## src/rtl/tks_pkg.sv

```systemverilog
// Package for the top-k score selector: constants, types and float compare.
package tks_pkg;
  localparam int MAX_KEPT    = 8;
  localparam int MAX_SET_LEN = 256;
  localparam int SLOT_W      = $clog2(MAX_KEPT);
  localparam int KCNT_W      = $clog2(MAX_KEPT + 1);
  localparam int SETPOS_W    = $clog2(MAX_SET_LEN + 1);
  localparam int POS_W       = 9;
  localparam int K_W         = 4;
  localparam int ADDR_W      = 1;
  localparam logic [31:0]      NEG_INF_BITS = 32'hFF80_0000;
  localparam logic [POS_W-1:0] NO_POSITION  = '1;
  localparam logic [ADDR_W-1:0] REG_K_SELECTED = '0;
  localparam logic [K_W-1:0]   K_RESET = 4'd4;

  typedef struct packed {
    logic [31:0]      score;
    logic [POS_W-1:0] pos;
  } slot_t;

  function automatic logic is_nan(input logic [31:0] a);
    return (a[30:23] == 8'hFF) && (a[22:0] != 23'd0);
  endfunction

  // C float a < b
  function automatic logic flt_lt(input logic [31:0] a, input logic [31:0] b);
    logic az;
    logic bz;
    az = (a[30:0] == 31'd0);
    bz = (b[30:0] == 31'd0);
    if (is_nan(a) || is_nan(b)) return 1'b0;
    if (az && bz) return 1'b0;
    if (a[31] != b[31]) return a[31];
    if (!a[31]) return a[30:0] < b[30:0];
    return a[30:0] > b[30:0];
  endfunction
endpackage

```

## src/rtl/top_k_score_selector.sv

```systemverilog
// Top level of the top-k score selector: slot memory, minimum search, emit.
//
// channel  dir  handshake         payload
// s_axis   in   tvalid/tready     tdata score_bits, tuser final_score
// m_axis   out  tvalid/tready     tdata kept_score_bits,kept_position; tlast final_result
// apb      in   psel/penable      k_selected at address 0
//
// Fill-phase item: written straight into the slot memory as it is accepted.
// Later item: the single read port scans one slot a cycle over the k slots, then the
// last compare is made, then the replacement is written back in the DEC state.
// A final item then emits one item per slot after a first read, each
// held while the output register is stalled. Re-arming clears a valid bit per slot.
module top_k_score_selector
  import tks_pkg::*;
(
  input  logic              clk,
  input  logic              rst,
  input  logic              s_axis_tvalid,
  output logic              s_axis_tready,
  input  logic [31:0]       s_axis_tdata,   // [31:0] score_bits
  input  logic              s_axis_tuser,   // [0] final_score
  output logic              m_axis_tvalid,
  input  logic              m_axis_tready,
  output logic [47:0]       m_axis_tdata,   // [31:0] kept_score_bits, [40:32] kept_position
  output logic              m_axis_tlast,   // final_result
  input  logic              psel,
  input  logic              penable,
  input  logic              pwrite,
  input  logic [ADDR_W-1:0] paddr,
  input  logic [31:0]       pwdata,
  output logic [31:0]       prdata,
  output logic              pready
);
  localparam logic [1:0] ST_IDLE = 2'd0, ST_SCAN = 2'd1, ST_DEC = 2'd2, ST_EMIT = 2'd3;

  logic [K_W-1:0]      k_selected;
  logic [1:0]          state;
  slot_t               mem [MAX_KEPT];
  slot_t               rd;
  logic [MAX_KEPT-1:0] valid;
  logic [SETPOS_W-1:0] set_pos;
  logic [31:0]         score;
  logic [POS_W-1:0]    pos;
  logic                last;
  logic [SLOT_W-1:0]   raddr;
  logic [SLOT_W-1:0]   scan_idx;
  logic                scan_done;
  logic                rd_ok;
  logic [SLOT_W-1:0]   rd_idx;
  logic [SLOT_W-1:0]   sel_idx;
  logic [31:0]         min_val;
  logic [SLOT_W-1:0]   min_idx;
  logic                min_have;
  logic [KCNT_W-1:0]   k_eff;
  logic                idx_last;
  logic                fill_take;
  logic                we;
  logic [SLOT_W-1:0]   waddr;
  slot_t               wdata;
  logic [31:0]         rd_score;
  logic [POS_W-1:0]    rd_pos;
  logic                out_free;
  logic                emit_take;

  always_comb begin
    if (k_selected == '0) k_eff = KCNT_W'(1);
    else if (KCNT_W'(k_selected) > KCNT_W'(MAX_KEPT)) k_eff = KCNT_W'(MAX_KEPT);
    else k_eff = KCNT_W'(k_selected);
  end

  assign pready = 1'b1;
  assign prdata = {{(32 - K_W){1'b0}}, k_selected};
  assign s_axis_tready = (state == ST_IDLE);
  assign out_free = !m_axis_tvalid || m_axis_tready;
  assign idx_last = (KCNT_W'(scan_idx) + KCNT_W'(1)) == k_eff;
  assign fill_take = (state == ST_IDLE) && s_axis_tvalid
                     && (set_pos < SETPOS_W'(MAX_SET_LEN)) && (set_pos < SETPOS_W'(k_eff));
  assign emit_take = (state == ST_EMIT) && rd_ok && out_free;
  assign raddr = emit_take ? scan_idx + SLOT_W'(1) : scan_idx;
  assign sel_idx = (state == ST_EMIT) ? scan_idx : rd_idx;
  assign rd_score = valid[sel_idx] ? rd.score : NEG_INF_BITS;
  assign rd_pos   = valid[sel_idx] ? rd.pos : NO_POSITION;

  always_ff @(posedge clk) begin
    if (rst) begin
      k_selected <= K_RESET;
    end else if (psel && penable && pwrite && pready) begin
      if (paddr == REG_K_SELECTED) k_selected <= pwdata[K_W-1:0];
    end
  end

  always_ff @(posedge clk) begin
    rd <= mem[raddr];
    if (we) mem[waddr] <= wdata;
  end

  always_comb begin
    we    = 1'b0;
    waddr = min_idx;
    wdata = '{score: score, pos: pos};
    if (fill_take) begin
      we    = 1'b1;
      waddr = SLOT_W'(set_pos);
      wdata = '{score: s_axis_tdata, pos: POS_W'(set_pos)};
    end else if (state == ST_DEC && flt_lt(min_val, score)) begin
      we = 1'b1;
    end
  end

  always_ff @(posedge clk) begin
    if (rst) begin
      state     <= ST_IDLE;
      valid     <= '0;
      set_pos   <= '0;
      rd_ok     <= 1'b0;
      scan_idx  <= '0;
      scan_done <= 1'b0;
      min_have  <= 1'b0;
    end else begin
      unique case (state)
        ST_IDLE: begin
          if (s_axis_tvalid) begin
            score     <= s_axis_tdata;
            last      <= s_axis_tuser;
            pos       <= POS_W'(set_pos);
            scan_idx  <= '0;
            scan_done <= 1'b0;
            min_have  <= 1'b0;
            rd_ok     <= 1'b0;
            if (set_pos < SETPOS_W'(MAX_SET_LEN)) begin
              set_pos <= set_pos + SETPOS_W'(1);
              if (set_pos < SETPOS_W'(k_eff)) begin
                valid[SLOT_W'(set_pos)] <= 1'b1;
                if (s_axis_tuser) state <= ST_EMIT;
              end else begin
                state <= ST_SCAN;
              end
            end else if (s_axis_tuser) begin
              state <= ST_EMIT;
            end
          end
        end
        ST_SCAN: begin
          if (rd_ok) begin
            if (!min_have || flt_lt(rd_score, min_val)) begin
              min_val <= rd_score;
              min_idx <= rd_idx;
            end
            min_have <= 1'b1;
          end
          if (!scan_done) begin
            rd_ok  <= 1'b1;
            rd_idx <= scan_idx;
            if (idx_last) scan_done <= 1'b1;
            else scan_idx <= scan_idx + SLOT_W'(1);
          end else begin
            rd_ok <= 1'b0;
            state <= ST_DEC;
          end
        end
        ST_DEC: begin
          if (we) valid[min_idx] <= 1'b1;
          scan_idx <= '0;
          state    <= last ? ST_EMIT : ST_IDLE;
        end
        ST_EMIT: begin
          if (!rd_ok) begin
            rd_ok <= 1'b1;
          end else if (out_free) begin
            if (idx_last) begin
              rd_ok    <= 1'b0;
              scan_idx <= '0;
              valid    <= '0;
              set_pos  <= '0;
              state    <= ST_IDLE;
            end else begin
              scan_idx <= scan_idx + SLOT_W'(1);
            end
          end
        end
        default: state <= ST_IDLE;
      endcase
    end
  end

  always_ff @(posedge clk) begin
    if (rst) begin
      m_axis_tvalid <= 1'b0;
    end else if (emit_take) begin
      m_axis_tvalid <= 1'b1;
      m_axis_tdata  <= {7'd0, rd_pos, rd_score};
      m_axis_tlast  <= idx_last;
    end else if (m_axis_tready) begin
      m_axis_tvalid <= 1'b0;
    end
  end

  a_ready_idle: assert property (@(posedge clk) disable iff (rst)
    s_axis_tready |-> state == ST_IDLE) else $error("ready outside idle");
  a_out_hold: assert property (@(posedge clk) disable iff (rst)
    (m_axis_tvalid && !m_axis_tready) |=>
      (m_axis_tvalid && $stable(m_axis_tdata) && $stable(m_axis_tlast)))
    else $error("output changed while stalled");
  a_setpos: assert property (@(posedge clk) disable iff (rst)
    set_pos <= SETPOS_W'(MAX_SET_LEN)) else $error("set position overflow");
  a_k_eff: assert property (@(posedge clk) disable iff (rst)
    (k_eff != '0) && (k_eff <= KCNT_W'(MAX_KEPT))) else $error("slot count out of range");
endmodule

```

## config.mk

```make
export PLATFORM = sky130hd
export DESIGN_NAME = top_k_score_selector
export DESIGN_NICKNAME = d
export VERILOG_FILES = /design/src/rtl/tks_pkg.sv /design/src/rtl/top_k_score_selector.sv
export SDC_FILE = /design/constraint.sdc
export NUM_CORES = 1
export LEC_CHECK = 0
export BUFFER_PORTS_ARGS = -buffer_cell sky130_fd_sc_hd__buf_4
export CORE_MARGIN = 3
export CORE_UTILIZATION = 29
export DETAILED_ROUTE_END_ITERATION = 16
export GPL_ROUTABILITY_DRIVEN = 1
export GPL_TIMING_DRIVEN = 0
export SLEW_MARGIN = 20
export SYNTH_ARGS = -nofsm -noshare
export SYNTH_HDL_FRONTEND = slang
export SYNTH_SLANG_ARGS = --single-unit
```

## constraint.sdc

```tcl
create_clock -name clk -period 10.5 [get_ports clk]
set_input_delay 2.1 -clock clk [delete_from_list [all_inputs] [get_ports clk]]
set_output_delay 2.1 -clock clk [all_outputs]
set_load 0.005 [all_outputs]
```

==> flow_metrics.env, run 1 <==
export IMPL_status="finished, final reports clean"
export IMPL_postSynth_asyncResetShare_pct=0
export IMPL_cts_made_buffers=52
export IMPL_cts_tree="yes"
export IMPL_nets=1705
export IMPL_worstSetupPathType="flop to flop"
export IMPL_min_delay_start="valid[3]"
export IMPL_postRouteAntennaNets=0
export IMPL_gp_congestion=0.867
export IMPL_ys_ff_latch=521
export IMPL_cts_root_buf="clkbuf_16"
export IMPL_io_pins=157
export IMPL_worst_slew_pin_slew_ns=1.08
export IMPL_drc=0
export IMPL_yosysUniqueCellTypes=65
export IMPL_syn_area_per_cell_um2=16.0
export IMPL_viasPerCell=4.85
export IMPL_clock_sinks=521
export IMPL_syn2layout_area_growth_pct=20.9
export IMPL_cts_setup_buffers=0
export IMPL_clkTransAtPathRegs_ns=0.06
export IMPL_routedWlPerCell_um=21.1
export IMPL_required_ns=10.79
export IMPL_hold_viol_final=0
export IMPL_setup_viol=0
export IMPL_cellPowerDensity_nw_per_um2=199
export IMPL_syn_inst=1355
export IMPL_synthesis_area_um2=21700
export IMPL_slew_violations=0
export IMPL_drive_gt1_share_pct=25.0
export IMPL_reg2reg_slack_ns=4.60
export IMPL_vias=12400
export IMPL_hold_class="flop to flop"
export IMPL_grt_max_degree=26
export IMPL_finish_utilization_pct=35.6
export IMPL_die_x_um=279
export IMPL_reg2reg_depth=17
export IMPL_relSlewSlack_pct=27.3
export IMPL_io_buffers=92
export IMPL_fin_crit_ns=5.90
export IMPL_wirelength_um=54300
export IMPL_setup_worst_path_start="state[0]"
export IMPL_synth_seq_area_share_pct=69.0
export IMPL_grt_use_total_pct=13.8
export IMPL_r2r_start="state[0]"
export IMPL_p_leak_nw=9.25
export IMPL_worst_ir_drop_vdd_v=0.000114
export IMPL_crit_fanout=21
export IMPL_cp_arrival_ns=6.19
export IMPL_clk_latency_ns=0.60
export IMPL_cts_resized=0
export IMPL_ys_warnings_count=0
export IMPL_drt_first_iter_violations=1005
export IMPL_dieArea_um2=78000
export IMPL_rsz0062_at_grt="false"
export IMPL_core_area_um2=73500
export IMPL_antenna_found_initial=2
export IMPL_num_antenna_cells=0
export IMPL_grt_pass1_vias=12600
export IMPL_grt_pass1_wl_um=80700
export IMPL_htree_levels=2
export IMPL_clockBufferDepth=3
export IMPL_post_route_period_util_pct=56.2
export IMPL_synthFlopType="edfxtp_1"
export IMPL_start_util_pct=29.5
export IMPL_dp_hpwl_um=39100
export IMPL_fin_setup_tns_ns=0
export IMPL_max_cap_viol_count=0
export IMPL_synth_edf_count=450
export IMPL_cp_end_kind="flop"
export IMPL_gr_total_overflow=0
export IMPL_die_h_um=279
export IMPL_rows=99
export IMPL_firstDrtPassIters=5
export IMPL_worst_setup_path_start_kind="flop"
export IMPL_fmax_ghz=0.169
export IMPL_min_path_cells=2
export IMPL_skew_ns=0.0246
export IMPL_hold_buffers=0
export IMPL_r2r_end="min_val[9]"
export IMPL_holdPathEnd="valid[3]"
-- worst max-delay path by stage --
stage,depth (start not counted),to,slack (ns)
2_1_floorplan,2,mem[4][0],4.57
3_3_place_gp,3,mem[5][25],0.53
3_5_place_dp,17,min_val[14],4.83
4_1_cts,17,min_val[14],4.82
5_1_grt,17,min_val[11],4.21
6_report,17,min_val[9],4.60
-- cells in the final DEF, fill, tap and decap left out, types with 9 or more instances in the layout --
master	Yosys	layout
a21oi_1	39	39
and2_1	29	29
buf_16	0	13
buf_2	13	13
buf_4	45	137
buf_8	0	10
clkbuf_1	25	38
clkbuf_16	0	53
conb_1	2	36
dfxtp_1	71	71
edfxtp_1	450	450
ha_1	67	67
inv_1	71	71
mux2_2	42	42
mux4_2	82	82
nand2_1	89	89
nand2b_1	29	29
nand3_1	18	18
nand4_1	29	29
nor2_1	33	32
nor3_1	18	18
nor4_1	23	23
o21ai_0	57	55
o31ai_1	10	9
-- area by class of cell --
type                    count  area, um2
multi-input cells         712       6220
inverters                  72        270
flip-flops and latches    521      14900
plain buffers              84        500
clock inverters            27        327
fillers                  6917      47300
clock buffers              69       1420
well taps                 959       1200
repair buffers            122       1290
-- state kept, by name (all words and copies together), names as in the netlist, 8 cells and up --
| register | flops |
|---|---|
| pos | 9 |
| valid | 8 |
| score | 32 |
| m_axis_tdata | 41 |
| rd | 41 |
| set_pos | 9 |
| mem | 328 |
| min_val | 32 |
-- per-layer routing --
layer | wire length, um | GRT usage [%]
met1 | 23600 | 19.2
met2 | 25100 | 22.0
met3 | 4720 | 3.37
met4 | 823 | 3.14
met5 | 0 | 0
-- per-stage QoR --
step / power, mW / instances / hold slack [ns] / cell area [um2] / setup slack (ns)
2_1_floorplan: 3.03 / 1389 / 0.432 / 21800 / 4.57
3_3_place_gp: 3.28 / 2440 / 0.442 / 23700 / 0.529
3_5_place_dp: 3.33 / 2470 / 0.452 / 24400 / 4.83
4_1_cts: 5.24 / 2566 / 0.468 / 26200 / 4.82
5_1_grt: 5.40 / 2566 / 0.499 / 26200 / 4.21
6_report: 5.20 / 2566 / 0.472 / 26200 / 4.60
-- power breakdown --
group          leakage (nW)  internal [mW]  switching (mW)  total [mW]
Sequential             4.69           2.49          0.0715        2.56
Clock                 0.848           1.12           0.779        1.90
Combinational          3.71          0.291           0.442       0.733
Total                  9.25           3.90            1.29        5.19
-- critical path: stages (launching register included) --
cell and delay [ns]:
dfxtp_1 0.29, buf_2 0.14, nand2_1 0.31, mux2_2 0.45, mux2i_1 0.15, o21ai_0 0.13, and4_1 0.48, clkbuf_1 0.47
and2_1 0.26, ha_1 0.27, a21oi_1 0.14, o21ai_0 0.11, a221oi_1 0.62, o21ai_0 0.38, a311oi_1 0.43, nor3_1 0.14
o22ai_4 0.54, buf_16 0.25
-- cells in the mapped netlist, types with 10 or more instances --
cell type,instances,area (um2)
mux4_2,82,1850
ha_1,67,838
nor4_1,23,144
edfxtp_1,450,13500
mux2_2,42,473
inv_1,71,267
and2_1,29,181
buf_4,45,338
buf_2,13,65.1
clkbuf_1,25,93.8
nor2_1,33,124
nand4_1,29,181
o21ai_0,57,285
nand3_1,18,90.1
nor3_1,18,90.1
nand2_1,89,334
dfxtp_1,71,1420
o31ai_1,10,75.1
nand2b_1,29,181
a21oi_1,39,195
-- logic make-up after synthesis --
kind of cell | count (synthesis) | share of synthesized area, %
other cells | 2 | 0.0347
xor+xnor | 6 | 0.329
buf+inv | 156 | 3.56
fa+ha+maj | 67 | 3.87
mux | 132 | 11.1
compound gates | 171 | 4.96
flops | 521 | 69.0
simple gates | 300 | 7.17
Power figures use the tool's default switching activity.
==> inputs of run 2 (changes only) <==
==> constraint.sdc (replaced) <==
create_clock -name clk -period 5.3 [get_ports clk]
set_input_delay 1.06 -clock clk [delete_from_list [all_inputs] [get_ports clk]]
set_output_delay 1.06 -clock clk [all_outputs]
set_load 0.005 [all_outputs]
==> run 2 against run 1 <==
Critical path depth down 2; global-route usage down 0.18 points; core utilization up 0.053 points; sequential cell count unchanged; critical endpoint is now min_val[10].
==> flow_metrics.env, run 2 (same netlist as run 1, synthesis figures left out) <==
export IMPL_status="finished, final reports clean"
export IMPL_switching_power_mw=2.59
export IMPL_clockBufferDepth=3
export IMPL_slowest_stage="nor3_1"
export IMPL_syn2layout_area_growth_pct=21.0
export IMPL_max_cap_viol_count=0
export IMPL_worst_ir_drop_vdd_v=0.000250
export IMPL_worst_setup_path_start_kind="flop"
export IMPL_reg_top3="mem: 328 flops, m_axis_tdata: 41 flops, rd: 41 flops"
export IMPL_cellPowerDensity_nw_per_um2=391
export IMPL_fmax_ghz=0.200
export IMPL_nets=1708
export IMPL_path_cells="buf_2, nand2_2, mux2_2, mux2i_1, o21ai_0, and4_2, clkbuf_2, and2_1, ha_1, nand4_1, nor3_1, a41oi_1, a211o_1, o22ai_4, buf_16"
export IMPL_hold_buffers=0
export IMPL_reg2reg_depth=15
export IMPL_post_route_period_util_pct=94.3
export IMPL_required_ns=5.60
export IMPL_routedWlPerCell_um=21.0
export IMPL_htree_levels=2
export IMPL_dp_hpwl_um=38800
export IMPL_antenna_found_initial=1
export IMPL_gp_congestion=0.867
export IMPL_final_common_cell="edfxtp_1"
export IMPL_intPower_mw=7.65
export IMPL_min_delay_start="scan_idx[1]"
export IMPL_die_x_um=279
export IMPL_fin_crit_ns=5.00
export IMPL_r2r_start="state[0]"
export IMPL_grt_use_total_pct=13.7
export IMPL_rows=99
export IMPL_hold_viol_final=0
export IMPL_vias=12600
export IMPL_cp_end_kind="flop"
export IMPL_cp_arrival_ns=5.30
export IMPL_grt_pass1_vias=12500
export IMPL_io_buffers=92
export IMPL_clkTransAtPathRegs_ns=0.06
export IMPL_p_sw_share_pct=25.3
export IMPL_relSlewSlack_pct=25.5
export IMPL_hold_class="flop to flop"
export IMPL_grt_pass1_wl_um=79900
export IMPL_gr_total_overflow=0
export IMPL_drive_gt1_share_pct=25.6
export IMPL_drc=0
export IMPL_drt_first_iter_violations=1261
export IMPL_slew_violations=0
export IMPL_p_comb_share_pct=14.3
export IMPL_viasPerCell=4.89
export IMPL_clk_latency_ns=0.63
export IMPL_largest_register_ff_count=328
export IMPL_cts_tree="yes"
export IMPL_cts_root_buf="clkbuf_16"
export IMPL_core_area_um2=73500
export IMPL_fin_setup_tns_ns=0
export IMPL_num_antenna_cells=0
export IMPL_worst_slew_pin_slew_ns=1.12
export IMPL_postRouteAntennaNets=0
export IMPL_rsz0062_at_grt="false"
export IMPL_setup_viol=0
export IMPL_grt_max_degree=26
export IMPL_largest_register="mem"
export IMPL_worstSetupPathType="flop to flop"
export IMPL_finalPower_mw=10.2
export IMPL_p_leak_nw=9.28
export IMPL_skew_ns=0.0391
export IMPL_cts_made_buffers=53
export IMPL_start_util_pct=29.5
export IMPL_min_path_cells=0
export IMPL_p_seq_share_pct=49.5
export IMPL_final_cell_mix="edfxtp_1, buf_4, nand2_1"
export IMPL_firstDrtPassIters=5
export IMPL_io_pins=157
export IMPL_crit_fanout=21
export IMPL_clock_sinks=521
export IMPL_die_h_um=279
export IMPL_slowest_delay_ns=0.78
export IMPL_dieArea_um2=78000
export IMPL_wirelength_um=53900
export IMPL_setup_worst_path_start="state[0]"
export IMPL_clkPwrFrac_pct=36.2
## run 2: cell types whose count changed in the layout (fill, tap and decap cells not counted), sizes merged
cell	change
bufinv	-3
clkbuf	+5
clkinvlp	+1
buf	+2
## run 2: final timing paths
| path | to | slack (ns) |
|---|---|---|
| max | min_val[10] | 0.30 |
| min | rd_idx[1] | 0.46 |
| max reg2reg | min_val[10] | 0.30 |
| min reg2reg | rd_idx[1] | 0.46 |
## run 2: metrics by stage
step                instance area (um2)  setup slack (ns)  hold WS, ns  util (%)  std cells
finish                            26200             0.304        0.461      35.7       2571
global route                      26200            0.0474        0.468      35.7       2571
CTS                               26200           0.00737        0.459      35.7       2571
detailed placement                24400            -0.466        0.445      33.2       2470
global placement                  23700             -4.79        0.443      32.2       2440
floorplan                         21800           -0.0994        0.432         -       1389
## run 2: routing by layer
metal	global-route usage [%]	wire, um	up-vias
met5	0	0	-
met4	3.27	941	0
met3	3.30	4990	65
met2	21.1	24300	496
met1	19.5	23700	6387
li1	-	-	5633
## run 2: worst max-delay path, delay by kind of cell (launching register included)
family	cells	cell delay [ns]
flip-flops	1	0.29
multiplexers	2	0.58
AO/OA/AOI/OAI	4	0.96
adder cells (fa/ha/maj)	1	0.33
AND/OR/NAND/NOR	5	1.88
buffers and inverters	3	0.62
## run 2: power groups by stage
stage	sequential, mW	combinational (mW)	clock (mW)
final	5.07	1.46	3.71
after CTS	5.07	1.46	3.79
after detailed placement	5.16	1.45	0
after global routing	5.10	1.60	3.97
after floorplan	5.10	0.905	0
after global placement	5.20	1.31	0
## run 2: area by class of cell
class | count | area, um2
Clock buffer | 74 | 1460
Fill cell | 6847 | 47200
Multi-Input combinational cell | 712 | 6250
Inverter | 72 | 270
Timing Repair Buffer | 124 | 1320
Tap cell | 959 | 1200
Sequential cell | 521 | 14900
Clock inverter | 25 | 283
Buffer | 84 | 503
## run 2: timing repair
| action | in CTS | in global routing |
|---|---|---|
| buffers inserted | 2 | 0 |
| endpoints found under the setup margin | 35 | 35 |
| gates resized for setup | 1 | 8 |
| pin swaps | 1 | 0 |
| cloned | 0 | 0 |
==> inputs of run 3 (changes only) <==
--- a/config.mk
+++ b/config.mk
@@ -8,6 +8,7 @@
 export BUFFER_PORTS_ARGS = -buffer_cell sky130_fd_sc_hd__buf_4
 export CORE_MARGIN = 3
 export CORE_UTILIZATION = 29
+export CTS_BUF_LIST = sky130_fd_sc_hd__clkbuf_2
 export DETAILED_ROUTE_END_ITERATION = 16
 export GPL_ROUTABILITY_DRIVEN = 1
 export GPL_TIMING_DRIVEN = 0
==> run 3 against run 2 <==
Total power decreased by 11%; final cell count increased by 6.1%; clock skew increased by 0.088 ns; critical path depth increased by 2; clock power decreased by 31%; wire length increased by 2.1%; sequential cell count unchanged; maximum frequency about the same; global-route usage increased by 0.29 points; sequential share of layout area increased by 0.88 points; register-to-register slack about the same; non-clock buffer count increased by 21; largest cell class unchanged; highest routed layer unchanged.
==> flow_metrics.env, run 3 (same netlist as run 1, synthesis figures left out) <==
export IMPL_status="finished, final reports clean"
export IMPL_cp_end_kind="flop"
export IMPL_grt_use_total_pct=14.0
export IMPL_worst_ir_drop_vdd_v=0.000131
export IMPL_drive_gt1_share_pct=30.2
export IMPL_p_sw_share_pct=29.0
export IMPL_reg_top3="mem: 328 flops, m_axis_tdata: 41 flops, rd: 41 flops"
export IMPL_p_leak_nw=9.39
export IMPL_hold_ws_ns=0.119
export IMPL_die_h_um=279
export IMPL_min_path_cells=3
export IMPL_postRouteAntennaNets=0
export IMPL_nets=1797
export IMPL_min_delay_start="pwdata[3]"
export IMPL_path_cells="buf_2, nand2_2, mux2_2, mux2i_1, o21ai_0, and4_2, clkbuf_2, and2_1, ha_1, nand4_1, nor3_4, o21ai_0, o21ai_0, a41oi_1, a211o_1, o22ai_4, buf_16"
export IMPL_drt_first_iter_violations=1153
export IMPL_cts_tree="yes"
export IMPL_gp_congestion=0.867
export IMPL_dieArea_um2=78000
export IMPL_required_ns=6.09
export IMPL_start_util_pct=29.5
export IMPL_p_comb_share_pct=16.2
export IMPL_rsz0062_at_grt="false"
export IMPL_worst_setup_path_start_kind="flop"
export IMPL_reg2reg_depth=17
export IMPL_cpLargestDelayFamily="compound AO/OA/AOI/OAI gates"
export IMPL_clkPwrFrac_pct=28.2
export IMPL_relSlewSlack_pct=26.2
export IMPL_syn2layout_area_growth_pct=19.2
export IMPL_crit_fanout=21
export IMPL_io_pins=157
export IMPL_routedWlPerCell_um=20.2
export IMPL_worst_path_most_repeated_cell="o21ai_0"
export IMPL_rows=99
export IMPL_r2r_end="min_val[10]"
export IMPL_hold_viol_final=0
export IMPL_largest_register_ff_count=328
export IMPL_cts_made_buffers=121
export IMPL_cts_root_buf="clkbuf_2"
export IMPL_r2r_start="state[0]"
export IMPL_worstSetupPathType="flop to flop"
export IMPL_gr_total_overflow=0
export IMPL_clkTransAtPathRegs_ns=0.10
export IMPL_slowest_delay_ns=0.42
export IMPL_viasPerCell=4.83
export IMPL_fin_crit_ns=5.00
export IMPL_core_area_um2=73500
export IMPL_die_x_um=279
export IMPL_setup_viol=0
export IMPL_grt_pass1_vias=13200
export IMPL_reg2reg_slack_ns=0.30
export IMPL_cellPowerDensity_nw_per_um2=353
export IMPL_vias=13200
export IMPL_clk_latency_ns=1.20
export IMPL_drc=0
export IMPL_final_cell_mix="edfxtp_1, clkbuf_2, buf_4"
export IMPL_path_buf_inv=3
export IMPL_setup_worst_path_start="state[0]"
export IMPL_slew_violations=0
export IMPL_grt_pass1_wl_um=81500
export IMPL_grt_max_degree=26
export IMPL_hold_class="input port to flop"
export IMPL_skew_ns=0.127
export IMPL_switching_power_mw=2.64
export IMPL_dp_hpwl_um=38800
export IMPL_finish_utilization_pct=35.1
export IMPL_firstDrtPassIters=5
export IMPL_wirelength_um=55100
export IMPL_intPower_mw=6.48
export IMPL_worst_slew_pin_slew_ns=1.11
export IMPL_holdPathEnd="k_selected[3]"
export IMPL_post_route_period_util_pct=94.3
export IMPL_clockBufferDepth=3
export IMPL_max_cap_viol_count=0
export IMPL_htree_levels=3
export IMPL_io_buffers=92
export IMPL_largest_register="mem"
export IMPL_clock_sinks=521
export IMPL_p_seq_share_pct=55.5
export IMPL_fmax_ghz=0.200
export IMPL_final_common_cell="edfxtp_1"
export IMPL_slowest_stage="mux2_2"
export IMPL_antenna_found_initial=2
export IMPL_cp_arrival_ns=5.79
## run 3: cell count changes in the layout (fill, tap and decap cells not counted), moves of 6 or more
cell	previous run	this run
clkbuf_1	39	23
clkbuf_16	53	0
clkbuf_2	2	191
clkinv_1	4	30
clkinv_2	9	3
dlygate4sd3_1	0	21
## run 3: cell type report
type	count	area, um2
Antenna cell	5	12.5
Inverter	72	270
Clock buffer	189	946
Tap cell	959	1200
Multi-Input combinational cell	712	6250
Sequential cell	521	14900
Timing Repair Buffer	145	1510
Fill cell	7001	47600
Buffer	84	503
Clock inverter	40	183
## run 3: how the worst max path moves through the flow
stage                  end  depth (start not counted)
6_report       min_val[10]                         17
3_5_place_dp    min_val[9]                         17
4_1_cts        min_val[10]                         17
2_1_floorplan    mem[0][0]                          8
3_3_place_gp    mem[0][25]                          7
5_1_grt        min_val[11]                         17
## run 3: metal layers
layer	track usage (%)	wire length [um]
met2	21.0	24600
met3	4.40	5120
met4	3.66	882
met1	19.5	24400
met5	0	0
## run 3: what timing repair did
| action | 4_1_cts | 5_1_grt |
|---|---|---|
| hold buffers | 21 | 0 |
| setup buffers | 2 | 0 |
| gates cloned | 0 | 0 |
| gates resized for setup | 3 | 4 |
| hold endpoints to repair | 21 | 0 |
| pin swaps | 1 | 0 |
| setup endpoints to repair | 35 | 35 |
## run 3: stage by stage
| step | std cells | worst slack, ns | cell area, um2 | TNS [ns] | power, mW |
|---|---|---|---|---|---|
| 6_report | 2727 | 0.300 | 25800 | 0 | 9.12 |
| 5_1_grt | 2727 | 0.0305 | 25800 | 0 | 9.58 |
| 4_1_cts | 2722 | 0.154 | 25800 | 0 | 9.20 |
| 3_5_place_dp | 2470 | -0.466 | 24400 | -13.54 | 6.61 |
| 3_3_place_gp | 2440 | -4.79 | 23700 | -1244.68 | 6.50 |
| 2_1_floorplan | 1389 | -0.0994 | 21800 | -8.00 | 6.01 |
## run 3: worst register-to-register path: cells and delay by family (launching register included)
| kind | cells | cell delay [ns] |
|---|---|---|
| AOI/OAI and AO/OA | 6 | 1.38 |
| and+or+nand+nor | 5 | 1.36 |
| buffers and inverters | 3 | 0.63 |
| muxes | 2 | 0.59 |
| adders and majority gates | 1 | 0.35 |
| DFF | 1 | 0.31 |
## run 3: power by group through the flow
stage | Combinational [mW] | Clock [mW] | Sequential [mW]
after floorplan | 0.905 | 0 | 5.10
after global placement | 1.31 | 0 | 5.20
after detailed placement | 1.45 | 0 | 5.16
after CTS | 1.48 | 2.65 | 5.07
after global routing | 1.61 | 2.88 | 5.09
final | 1.48 | 2.57 | 5.06
